<file path="config.mk">
export PLATFORM = sky130hd
export DESIGN_NAME = heartbeat_response_matcher_core
export DESIGN_NICKNAME = d
export VERILOG_FILES = /design/src/sv/hrm_pkg.sv /design/src/sv/hrm_ram.sv /design/src/sv/heartbeat_response_matcher_core.sv
export VERILOG_INCLUDE_DIRS = /design/src /design/src/sv
export SDC_FILE = /design/constraint.sdc
export NUM_CORES = 2
export LEC_CHECK = 0
export BUFFER_PORTS_ARGS = -buffer_cell sky130_fd_sc_hd__clkbuf_2
export CORE_MARGIN = 2
export CORE_UTILIZATION = 28
export DETAILED_ROUTE_END_ITERATION = 8
export PLACE_DENSITY_LB_ADDON = 0.12
export SLEW_MARGIN = 40
export SYNTH_ARGS = -nofsm -noshare
export SYNTH_HDL_FRONTEND = slang
export SYNTH_SLANG_ARGS = --single-unit
</file>
<file path="constraint.sdc">
create_clock -name clock -period 12 [get_ports clock]
set_clock_uncertainty 0.05 [all_clocks]
set_input_delay 1.8 -clock clock [delete_from_list [all_inputs] [get_ports clock]]
set_output_delay 1.8 -clock clock [all_outputs]
set_load 0.005 [all_outputs]
</file>
<file path="src/sv/heartbeat_response_matcher_core_macros.svh">
// Assertion macros for the heartbeat response matcher.
// Included by the top level; no other dependencies.
`ifndef HEARTBEAT_RESPONSE_MATCHER_CORE_MACROS_SVH
`define HEARTBEAT_RESPONSE_MATCHER_CORE_MACROS_SVH

// Same-cycle implication, disabled during reset.
`define HRM_ASSERT_NOW(label, clk, rst, ante, cons) \
   label: assert property (@(posedge clk) disable iff (rst) (ante) |-> (cons)) \
      else $error("hrm assertion failed");

// Next-cycle implication, disabled during reset.
`define HRM_ASSERT_NEXT(label, clk, rst, ante, cons) \
   label: assert property (@(posedge clk) disable iff (rst) (ante) |=> (cons)) \
      else $error("hrm assertion failed");

`endif

</file>
<file path="src/sv/hrm_pkg.sv">
// Shared constants for the heartbeat response matcher.
// No dependencies.
`timescale 1ns / 1ps

package hrm_pkg;
   localparam int SENT_DEPTH_DEF = 16;
   localparam int HELD_DEPTH_DEF = 16;

   localparam int MAGIC_W = 32;
   localparam int TIME_W  = 16;
   localparam int TMO_W   = 15;

   localparam logic [TMO_W-1:0] TMO_RESET = 15'd400;

   localparam logic [1:0] FN_SEND = 2'd0;
   localparam logic [1:0] FN_RESP = 2'd1;
   localparam logic [1:0] FN_TICK = 2'd2;

   localparam logic [2:0] EV_OK       = 3'd0;
   localparam logic [2:0] EV_MATCH    = 3'd1;
   localparam logic [2:0] EV_HELD     = 3'd2;
   localparam logic [2:0] EV_TIMEOUT  = 3'd3;
   localparam logic [2:0] EV_LATE     = 3'd4;
   localparam logic [2:0] EV_DROP     = 3'd5;
   localparam logic [2:0] EV_OVERFLOW = 3'd6;
endpackage

</file>
<file path="src/sv/hrm_ram.sv">
// Simple dual-port synchronous RAM, one write and one registered read port.
// Used for the sent and held tables; no dependencies.
`timescale 1ns / 1ps

module hrm_ram #(
   parameter int WIDTH = 32,
   parameter int DEPTH = 16,
   parameter int AW    = 4
) (
   input  logic             clock,
   input  logic             we,
   input  logic [AW-1:0]    waddr,
   input  logic [WIDTH-1:0] wdata,
   input  logic [AW-1:0]    raddr,
   output logic [WIDTH-1:0] rdata
);
   logic [WIDTH-1:0] mem [DEPTH];
   logic [WIDTH-1:0] rdata_ff;

   always_ff @(posedge clock) begin
      if (we) begin
         mem[waddr] <= wdata;
      end
      rdata_ff <= mem[raddr];
   end

   assign rdata = rdata_ff;
endmodule

</file>
<file path="src/sv/heartbeat_response_matcher_core.sv">
// Heartbeat response matcher: FSM walking sent and held tables in RAM.
// Depends on hrm_pkg, hrm_ram and the assertion macro header.
// Send: result the cycle after the request, busy stays low.
// Response: searches the sent table entry by entry, shifts later entries down on removal, then reports.
// Tick: scans the sent entries for timeouts, then walks the held entries, an aged one adding its
// search and removal. Results never stall. Reset empties tables, sets timeout to 400.
`timescale 1ns / 1ps
`include "heartbeat_response_matcher_core_macros.svh"

module heartbeat_response_matcher_core #(
   parameter int SENT_DEPTH = hrm_pkg::SENT_DEPTH_DEF,
   parameter int HELD_DEPTH = hrm_pkg::HELD_DEPTH_DEF
) (
   input  logic                        clock,
   input  logic                        reset,
   input  logic                        start,
   output logic                        busy,
   input  logic [1:0]                  req_func,
   input  logic [hrm_pkg::MAGIC_W-1:0] req_magic,
   output logic                        rsp_valid,
   output logic [2:0]                  rsp_event_res,
   output logic [hrm_pkg::MAGIC_W-1:0] rsp_event_magic,
   output logic                        rsp_last,
   input  logic                        csr_wr_en,
   input  logic [hrm_pkg::TMO_W-1:0]   csr_wr_data
);
   localparam int SIW = (SENT_DEPTH > 1) ? $clog2(SENT_DEPTH) : 1;
   localparam int SCW = $clog2(SENT_DEPTH + 1);
   localparam int HIW = (HELD_DEPTH > 1) ? $clog2(HELD_DEPTH) : 1;
   localparam int HCW = $clog2(HELD_DEPTH + 1);
   localparam int MW  = hrm_pkg::MAGIC_W;
   localparam int TW  = hrm_pkg::TIME_W;
   localparam int SDW = MW + TW;
   localparam int HDW = MW + 1;

   typedef enum logic [3:0] {
      ST_IDLE, ST_SRCH_RD, ST_SRCH_CHK, ST_REM_RD, ST_REM_WR, ST_RESULT,
      ST_EXP_RD, ST_EXP_CHK, ST_HLD_RD, ST_HLD_CHK
   } state_type;

   state_type state_ff, state_in;
   logic [SCW-1:0] sent_cnt_ff, sent_cnt_in;
   logic [HCW-1:0] held_cnt_ff, held_cnt_in;
   logic [TW-1:0] time_ff, time_in;
   logic [hrm_pkg::TMO_W-1:0] tmo_ff, tmo_in;
   logic [MW-1:0] magic_ff, magic_in;
   logic hld_mode_ff, hld_mode_in;
   logic found_ff, found_in;
   logic [SCW-1:0] idx_ff, idx_in;
   logic [SCW-1:0] si_ff, si_in;
   logic [SCW-1:0] sw_ff, sw_in;
   logic [HCW-1:0] hi_ff, hi_in;
   logic [HCW-1:0] hw_ff, hw_in;
   logic vld_ff, vld_in;
   logic [2:0] ev_ff, ev_in;
   logic [MW-1:0] emag_ff, emag_in;
   logic last_ff, last_in;

   logic s_we;
   logic [SIW-1:0] s_waddr, s_raddr;
   logic [SDW-1:0] s_wdata, s_rdata;
   logic h_we;
   logic [HIW-1:0] h_waddr, h_raddr;
   logic [HDW-1:0] h_wdata, h_rdata;
   logic [TW-1:0] elapsed;
   logic [SCW-1:0] idx_nx;

   hrm_ram #(.WIDTH(SDW), .DEPTH(SENT_DEPTH), .AW(SIW)) u_sent (
      .clock(clock), .we(s_we), .waddr(s_waddr), .wdata(s_wdata),
      .raddr(s_raddr), .rdata(s_rdata)
   );

   hrm_ram #(.WIDTH(HDW), .DEPTH(HELD_DEPTH), .AW(HIW)) u_held (
      .clock(clock), .we(h_we), .waddr(h_waddr), .wdata(h_wdata),
      .raddr(h_raddr), .rdata(h_rdata)
   );

   assign elapsed = time_ff - s_rdata[TW-1:0];
   assign idx_nx  = idx_ff + SCW'(1);

   always_comb begin
      state_in    = state_ff;
      sent_cnt_in = sent_cnt_ff;
      held_cnt_in = held_cnt_ff;
      time_in     = time_ff;
      tmo_in      = csr_wr_en ? csr_wr_data : tmo_ff;
      magic_in    = magic_ff;
      hld_mode_in = hld_mode_ff;
      found_in    = found_ff;
      idx_in      = idx_ff;
      si_in       = si_ff;
      sw_in       = sw_ff;
      hi_in       = hi_ff;
      hw_in       = hw_ff;
      vld_in      = 1'b0;
      ev_in       = hrm_pkg::EV_OK;
      emag_in     = '0;
      last_in     = 1'b0;
      s_we        = 1'b0;
      s_waddr     = '0;
      s_wdata     = '0;
      s_raddr     = '0;
      h_we        = 1'b0;
      h_waddr     = '0;
      h_wdata     = '0;
      h_raddr     = '0;

      unique case (state_ff)
         ST_IDLE: begin
            if (start) begin
               unique case (req_func)
                  hrm_pkg::FN_SEND: begin
                     vld_in  = 1'b1;
                     emag_in = req_magic;
                     last_in = 1'b1;
                     if (sent_cnt_ff < SCW'(SENT_DEPTH)) begin
                        s_we        = 1'b1;
                        s_waddr     = sent_cnt_ff[SIW-1:0];
                        s_wdata     = {req_magic, time_ff};
                        sent_cnt_in = sent_cnt_ff + SCW'(1);
                        ev_in       = hrm_pkg::EV_OK;
                     end else begin
                        ev_in = hrm_pkg::EV_OVERFLOW;
                     end
                  end
                  hrm_pkg::FN_RESP: begin
                     magic_in    = req_magic;
                     hld_mode_in = 1'b0;
                     idx_in      = '0;
                     state_in    = ST_SRCH_RD;
                  end
                  hrm_pkg::FN_TICK: begin
                     time_in  = time_ff + TW'(1);
                     si_in    = '0;
                     sw_in    = '0;
                     state_in = ST_EXP_RD;
                  end
                  default: begin
                  end
               endcase
            end
         end
         ST_SRCH_RD: begin
            if (idx_ff == sent_cnt_ff) begin
               found_in = 1'b0;
               state_in = ST_RESULT;
            end else begin
               s_raddr  = idx_ff[SIW-1:0];
               state_in = ST_SRCH_CHK;
            end
         end
         ST_SRCH_CHK: begin
            if (s_rdata[SDW-1:TW] == magic_ff) begin
               state_in = ST_REM_RD;
            end else begin
               idx_in   = idx_nx;
               state_in = ST_SRCH_RD;
            end
         end
         ST_REM_RD: begin
            if (idx_nx == sent_cnt_ff) begin
               sent_cnt_in = sent_cnt_ff - SCW'(1);
               found_in    = 1'b1;
               state_in    = ST_RESULT;
            end else begin
               s_raddr  = idx_nx[SIW-1:0];
               state_in = ST_REM_WR;
            end
         end
         ST_REM_WR: begin
            s_we     = 1'b1;
            s_waddr  = idx_ff[SIW-1:0];
            s_wdata  = s_rdata;
            idx_in   = idx_nx;
            state_in = ST_REM_RD;
         end
         ST_RESULT: begin
            vld_in  = 1'b1;
            emag_in = magic_ff;
            if (hld_mode_ff) begin
               ev_in    = found_ff ? hrm_pkg::EV_LATE : hrm_pkg::EV_DROP;
               hi_in    = hi_ff + HCW'(1);
               state_in = ST_HLD_RD;
            end else begin
               last_in  = 1'b1;
               state_in = ST_IDLE;
               if (found_ff) begin
                  ev_in = hrm_pkg::EV_MATCH;
               end else if (held_cnt_ff < HCW'(HELD_DEPTH)) begin
                  h_we        = 1'b1;
                  h_waddr     = held_cnt_ff[HIW-1:0];
                  h_wdata     = {magic_ff, 1'b0};
                  held_cnt_in = held_cnt_ff + HCW'(1);
                  ev_in       = hrm_pkg::EV_HELD;
               end else begin
                  ev_in = hrm_pkg::EV_OVERFLOW;
               end
            end
         end
         ST_EXP_RD: begin
            if (si_ff == sent_cnt_ff) begin
               sent_cnt_in = sw_ff;
               hi_in       = '0;
               hw_in       = '0;
               state_in    = ST_HLD_RD;
            end else begin
               s_raddr  = si_ff[SIW-1:0];
               state_in = ST_EXP_CHK;
            end
         end
         ST_EXP_CHK: begin
            if (elapsed > {1'b0, tmo_ff}) begin
               vld_in  = 1'b1;
               ev_in   = hrm_pkg::EV_TIMEOUT;
               emag_in = s_rdata[SDW-1:TW];
            end else begin
               s_we    = 1'b1;
               s_waddr = sw_ff[SIW-1:0];
               s_wdata = s_rdata;
               sw_in   = sw_ff + SCW'(1);
            end
            si_in    = si_ff + SCW'(1);
            state_in = ST_EXP_RD;
         end
         ST_HLD_RD: begin
            if (hi_ff == held_cnt_ff) begin
               held_cnt_in = hw_ff;
               vld_in      = 1'b1;
               ev_in       = hrm_pkg::EV_OK;
               last_in     = 1'b1;
               state_in    = ST_IDLE;
            end else begin
               h_raddr  = hi_ff[HIW-1:0];
               state_in = ST_HLD_CHK;
            end
         end
         ST_HLD_CHK: begin
            if (!h_rdata[0]) begin
               h_we     = 1'b1;
               h_waddr  = hw_ff[HIW-1:0];
               h_wdata  = {h_rdata[HDW-1:1], 1'b1};
               hw_in    = hw_ff + HCW'(1);
               hi_in    = hi_ff + HCW'(1);
               state_in = ST_HLD_RD;
            end else begin
               magic_in    = h_rdata[HDW-1:1];
               hld_mode_in = 1'b1;
               idx_in      = '0;
               state_in    = ST_SRCH_RD;
            end
         end
         default: begin
            state_in = ST_IDLE;
         end
      endcase
   end

   always_ff @(posedge clock) begin
      if (reset) begin
         state_ff    <= ST_IDLE;
         sent_cnt_ff <= '0;
         held_cnt_ff <= '0;
         time_ff     <= '0;
         tmo_ff      <= hrm_pkg::TMO_RESET;
         vld_ff      <= 1'b0;
         hld_mode_ff <= 1'b0;
         found_ff    <= 1'b0;
         idx_ff      <= '0;
         si_ff       <= '0;
         sw_ff       <= '0;
         hi_ff       <= '0;
         hw_ff       <= '0;
      end else begin
         state_ff    <= state_in;
         sent_cnt_ff <= sent_cnt_in;
         held_cnt_ff <= held_cnt_in;
         time_ff     <= time_in;
         tmo_ff      <= tmo_in;
         vld_ff      <= vld_in;
         hld_mode_ff <= hld_mode_in;
         found_ff    <= found_in;
         idx_ff      <= idx_in;
         si_ff       <= si_in;
         sw_ff       <= sw_in;
         hi_ff       <= hi_in;
         hw_ff       <= hw_in;
      end
      magic_ff <= magic_in;
      ev_ff    <= ev_in;
      emag_ff  <= emag_in;
      last_ff  <= last_in;
   end

   assign busy            = (state_ff != ST_IDLE);
   assign rsp_valid       = vld_ff;
   assign rsp_event_res   = ev_ff;
   assign rsp_event_magic = emag_ff;
   assign rsp_last        = last_ff;

   `HRM_ASSERT_NEXT(a_tick_busy, clock, reset, start && !busy && req_func == hrm_pkg::FN_TICK, busy)
   `HRM_ASSERT_NOW(a_sent_bound, clock, reset, 1'b1, sent_cnt_ff <= SCW'(SENT_DEPTH))
   `HRM_ASSERT_NOW(a_held_bound, clock, reset, 1'b1, held_cnt_ff <= HCW'(HELD_DEPTH))
   `HRM_ASSERT_NOW(a_more_follows, clock, reset, rsp_valid && !rsp_last, busy)
endmodule

</file>
==> metrics.txt <==
# TYPE chip_impl_metric gauge
chip_impl_info{name="cts_tree",value="done"} 1
chip_impl_metric{name="floorplan.initialDensity",unit="%"} 28.2
chip_impl_metric{name="globalRoute.totalOverflow",unit=""} 0
chip_impl_info{name="synthMostInstantiatedCell",value="sky130_fd_sc_hd__edfxtp_1"} 1
chip_impl_metric{name="timing.final.setup_violations",unit=""} 0
chip_impl_info{name="buffer_cell_driving_the_clock_tree_root",value="sky130_fd_sc_hd__clkbuf_16"} 1
chip_impl_metric{name="timing_hold_violations_final",unit=""} 0
chip_impl_metric{name="synth.ff_latch_count",unit=""} 1518
chip_impl_metric{name="setup_tns",unit="ns"} 0
chip_impl_metric{name="number_of_synthesized_flops_with_an_enable_pin",unit=""} 1328
chip_impl_metric{name="period_needed",unit="ns"} 6.84
chip_impl_metric{name="grt_usage",unit="%"} 15.5
chip_impl_metric{name="coreArea",unit="µm²"} 220000
chip_impl_info{name="synth_commonest_cells",value="sky130_fd_sc_hd__edfxtp_1 (1328), sky130_fd_sc_hd__mux2i_1 (771), sky130_fd_sc_hd__dfxtp_1 (190), sky130_fd_sc_hd__mux4_2 (132), sky130_fd_sc_hd__nand2_1 (122)"} 1
chip_impl_metric{name="route.antenna.remaining_nets",unit=""} 0
chip_impl_metric{name="mappedNetlistNets",unit=""} 3709
chip_impl_metric{name="report.final.slew_viol_count",unit=""} 0
chip_impl_metric{name="proportion_of_layout_cells_with_a_drive_suffix_above_1",unit="%"} 18.2
chip_impl_info{name="worst_hold_path_type",value="reg -> reg"} 1
chip_impl_metric{name="clk-insertion-delay-late",unit="ns"} 0.81
chip_impl_metric{name="netlist_instances",unit=""} 3613
chip_impl_metric{name="cts_hold_buffers",unit=""} 0
chip_impl_info{name="min-delay-start",value="u_sent.rdata[17]$_DFF_P_"} 1
chip_impl_info{name="yosys_most_used_dff",value="sky130_fd_sc_hd__edfxtp_1"} 1
chip_impl_metric{name="die-width",unit="µm"} 474
chip_impl_info{name="setup.worst_path.end_class",value="flip-flop"} 1
chip_impl_metric{name="first_pass_grt_wire_length",unit="mm"} 249
chip_impl_metric{name="worstPathRequired",unit="ns"} 12.38
chip_impl_metric{name="cts_buffer_depth",unit=""} 3
chip_impl_metric{name="grt_max_degree",unit=""} 82
chip_impl_info{name="worst-setup-path-type",value="reg -> reg"} 1
chip_impl_metric{name="ctsResizeCount",unit=""} 0
chip_impl_metric{name="area.growth.synth_to_final",unit="%"} 16.3
chip_impl_metric{name="number_of_antenna_violations_at_the_first_check_in_global_routing",unit=""} 8
chip_impl_metric{name="h-tree-depth",unit=""} 4
chip_impl_metric{name="num-nets-final",unit=""} 3883
chip_impl_metric{name="design.die.area",unit="µm²"} 225000
chip_impl_metric{name="drt_iter0_drc",unit=""} 2092
chip_impl_metric{name="slew_headroom",unit="%"} 42.5
chip_impl_metric{name="drtPass1Iterations",unit=""} 5
chip_impl_metric{name="detailed_place_hpwl",unit="mm"} 97.4
chip_impl_metric{name="mappedNetlistArea",unit="µm²"} 61900
chip_impl_metric{name="max_clock_freq",unit="GHz"} 0.146
chip_impl_metric{name="ios",unit=""} 91
chip_impl_info{name="synth_top_cells_by_area",value="sky130_fd_sc_hd__edfxtp_1 (64%), sky130_fd_sc_hd__mux2i_1 (12%), sky130_fd_sc_hd__dfxtp_1 (6.1%)"} 1
chip_impl_metric{name="peakVddDrop",unit="mV"} 0.132
chip_impl_metric{name="power_density",unit="nW/µm²"} 156
chip_impl_info{name="unrepaired_setup_endpoints_after_global_routing",value="no"} 1
chip_impl_metric{name="detail_route.wirelength",unit="mm"} 175
chip_impl_metric{name="routed-via-count",unit=""} 32000
chip_impl_metric{name="worst-slew-pin-transition",unit="ns"} 0.863
chip_impl_metric{name="gp_routability_congestion",unit=""} 0.794
chip_impl_metric{name="number_of_global_route_vias_before_repair",unit=""} 32900
chip_impl_info{name="crit_path_start_kind",value="flip-flop"} 1
chip_impl_metric{name="static-leakage-power",unit="nW"} 28.1
chip_impl_metric{name="cp_data_arrival_time",unit="ns"} 7.21
chip_impl_metric{name="hold-worst-slack",unit="ns"} 0.436
chip_impl_metric{name="layout_worst_path_cycle_share",unit="%"} 57.0
chip_impl_metric{name="synth.lib_cells_used.distinct",unit=""} 75
chip_impl_metric{name="io_buffers",unit=""} 90
chip_impl_metric{name="wl_per_cell",unit="µm"} 25.4
chip_impl_metric{name="syn_avg_cell_area",unit="µm²"} 17.1
chip_impl_metric{name="postCtsSetupBuffers",unit=""} 0
chip_impl_metric{name="max_cap_violations",unit=""} 0
chip_impl_metric{name="synth_top_area_share",unit="%"} 64.4
chip_impl_metric{name="routed_via_density",unit=""} 4.64
chip_impl_metric{name="synth_sequential_area_ratio",unit="%"} 70.6
chip_impl_metric{name="core.rowCount",unit=""} 172
chip_impl_metric{name="critical_path_peak_fanout",unit=""} 36
chip_impl_info{name="outcome",value="completed"} 1
chip_impl_metric{name="inserted_clock_buffers",unit=""} 171
chip_impl_metric{name="async_flop_share",unit="%"} 0
chip_impl_metric{name="tritoncts_num_sinks",unit=""} 1518
chip_impl_info{name="synthDominantAreaCellType",value="sky130_fd_sc_hd__edfxtp_1"} 1
chip_impl_info{name="worstSetupStartpoint",value="time_ff[2]$_SDFFE_PP0P_"} 1
chip_impl_metric{name="total_number_of_yosys_warnings",unit=""} 0
chip_impl_metric{name="clk_transition_reported_paths",unit="ns"} 0.06
chip_impl_metric{name="height_of_the_die",unit="µm"} 474
chip_impl_info{name="rr_startpoint",value="time_ff[2]$_SDFFE_PP0P_"} 1
chip_impl_metric{name="post-route-drc-count",unit=""} 0
[per-layer routing]
metal	track usage, %	up-vias	share of wire [%]
li1	-	14500	-
met1	20.2	16800	44
met2	26.2	510	50
met3	2.26	227	2.9
met4	5.17	0	3.1
met5	0	-	0
[kinds of logic (layout without fill, tap and decap cells)]
| logic type | after synthesis | after routing | synth area share (%) |
|---|---|---|---|
| DFF | 1518 | 1518 | 70.6 |
| muxes | 970 | 970 | 18.5 |
| and+or+nand+nor | 365 | 365 | 2.82 |
| AOI/OAI and AO/OA | 346 | 346 | 3.73 |
| buffers and inverters | 282 | 600 | 2.20 |
| xor gates and xnor gates | 89 | 89 | 1.26 |
| adders and majority gates | 43 | 43 | 0.894 |
| other | 0 | 6 | 0 |
[final cells by class]
class	count	area, µm²
Clock buffer	250	4800
Timing Repair Buffer	196	1500
Fill cell	21200	148000
Sequential cell	1518	43700
Clock inverter	67	671
Inverter	87	329
Antenna cell	6	15.0
Tap cell	2958	3700
Multi-Input combinational cell	1813	17200
[critical path, stage by stage (launching register included)]
cell and delay [ns]:
sky130_fd_sc_hd__dfxtp_1 0.48, sky130_fd_sc_hd__ha_1 0.33, sky130_fd_sc_hd__nor2b_1 0.15, sky130_fd_sc_hd__o21a_1 0.18, sky130_fd_sc_hd__o21ai_0 0.26, sky130_fd_sc_hd__a21oi_1 0.15
sky130_fd_sc_hd__o2111ai_1 0.28, sky130_fd_sc_hd__a31oi_1 0.20, sky130_fd_sc_hd__or4b_2 0.67, sky130_fd_sc_hd__nand3_1 0.11, sky130_fd_sc_hd__ha_1 0.25, sky130_fd_sc_hd__a21oi_1 0.14
sky130_fd_sc_hd__o221ai_1 0.17, sky130_fd_sc_hd__a211o_1 0.29, sky130_fd_sc_hd__o221ai_1 0.45, sky130_fd_sc_hd__and3_1 0.57, sky130_fd_sc_hd__a31oi_1 0.29, sky130_fd_sc_hd__nor4_2 0.33
sky130_fd_sc_hd__buf_4 0.36, sky130_fd_sc_hd__buf_4 0.67
[cell usage in the layout, fill, tap and decap left out, types with 63 or more instances in the layout]
cell | Yosys | final
sky130_fd_sc_hd__nor2_1 | 103 | 87
sky130_fd_sc_hd__clkbuf_16 | 0 | 173
sky130_fd_sc_hd__mux4_2 | 132 | 132
sky130_fd_sc_hd__dfxtp_1 | 190 | 188
sky130_fd_sc_hd__inv_1 | 85 | 84
sky130_fd_sc_hd__mux2_2 | 67 | 67
sky130_fd_sc_hd__clkbuf_2 | 0 | 90
sky130_fd_sc_hd__nand2_1 | 122 | 119
sky130_fd_sc_hd__buf_4 | 24 | 73
sky130_fd_sc_hd__edfxtp_1 | 1328 | 1328
sky130_fd_sc_hd__xor2_1 | 63 | 63
sky130_fd_sc_hd__mux2i_1 | 771 | 771
[sequential cells by signal, indices dropped and copies added (netlist names), 3 cells and up]
| name | count |
|---|---|
| u_sent.mem | 768 |
| u_held.mem | 528 |
| u_sent.rdata | 48 |
| u_held.rdata | 33 |
| magic_ff | 32 |
| rsp_event_magic | 32 |
| time_ff | 16 |
| tmo_ff | 15 |
| held_cnt_ff | 5 |
| hi_ff | 5 |
| hw_ff | 5 |
| idx_ff | 5 |
| sent_cnt_ff | 5 |
| si_ff | 5 |
| sw_ff | 5 |
| state_ff | 4 |
| rsp_event_res | 3 |
[power by group]
group	total (mW)	internal, mW	switching (mW)	leakage [nW]
Clock	5.09	2.92	2.17	2.67
Combinational	0.350	0.118	0.232	11.7
Sequential	5.81	5.76	0.0475	13.7
[per-stage QoR]
step	worst slack [ns]	instances	area [µm²]	utilization [%]	total power, mW
floorplan	2.07	3613	61900	-	6.10
global placement	5.04	6559	66000	30.1	6.27
detailed placement	5.10	6571	66400	30.2	6.27
CTS	5.04	6888	71900	32.7	11.4
global route	4.70	6894	71900	32.7	11.6
finish	5.16	6895	71900	32.7	11.2
[worst paths after layout]
check	slack, ns	depth (start not counted)	end
worst max register to register	5.16	19	u_sent.mem[13][34]$_DFFE_PP_
worst max-delay path	5.16	19	u_sent.mem[13][34]$_DFFE_PP_
worst min-delay path	0.44	2	rsp_event_magic[1]$_DFF_P_
worst min register to register	0.44	2	rsp_event_magic[1]$_DFF_P_
No activity file was read; power rests on OpenSTA's default activity.
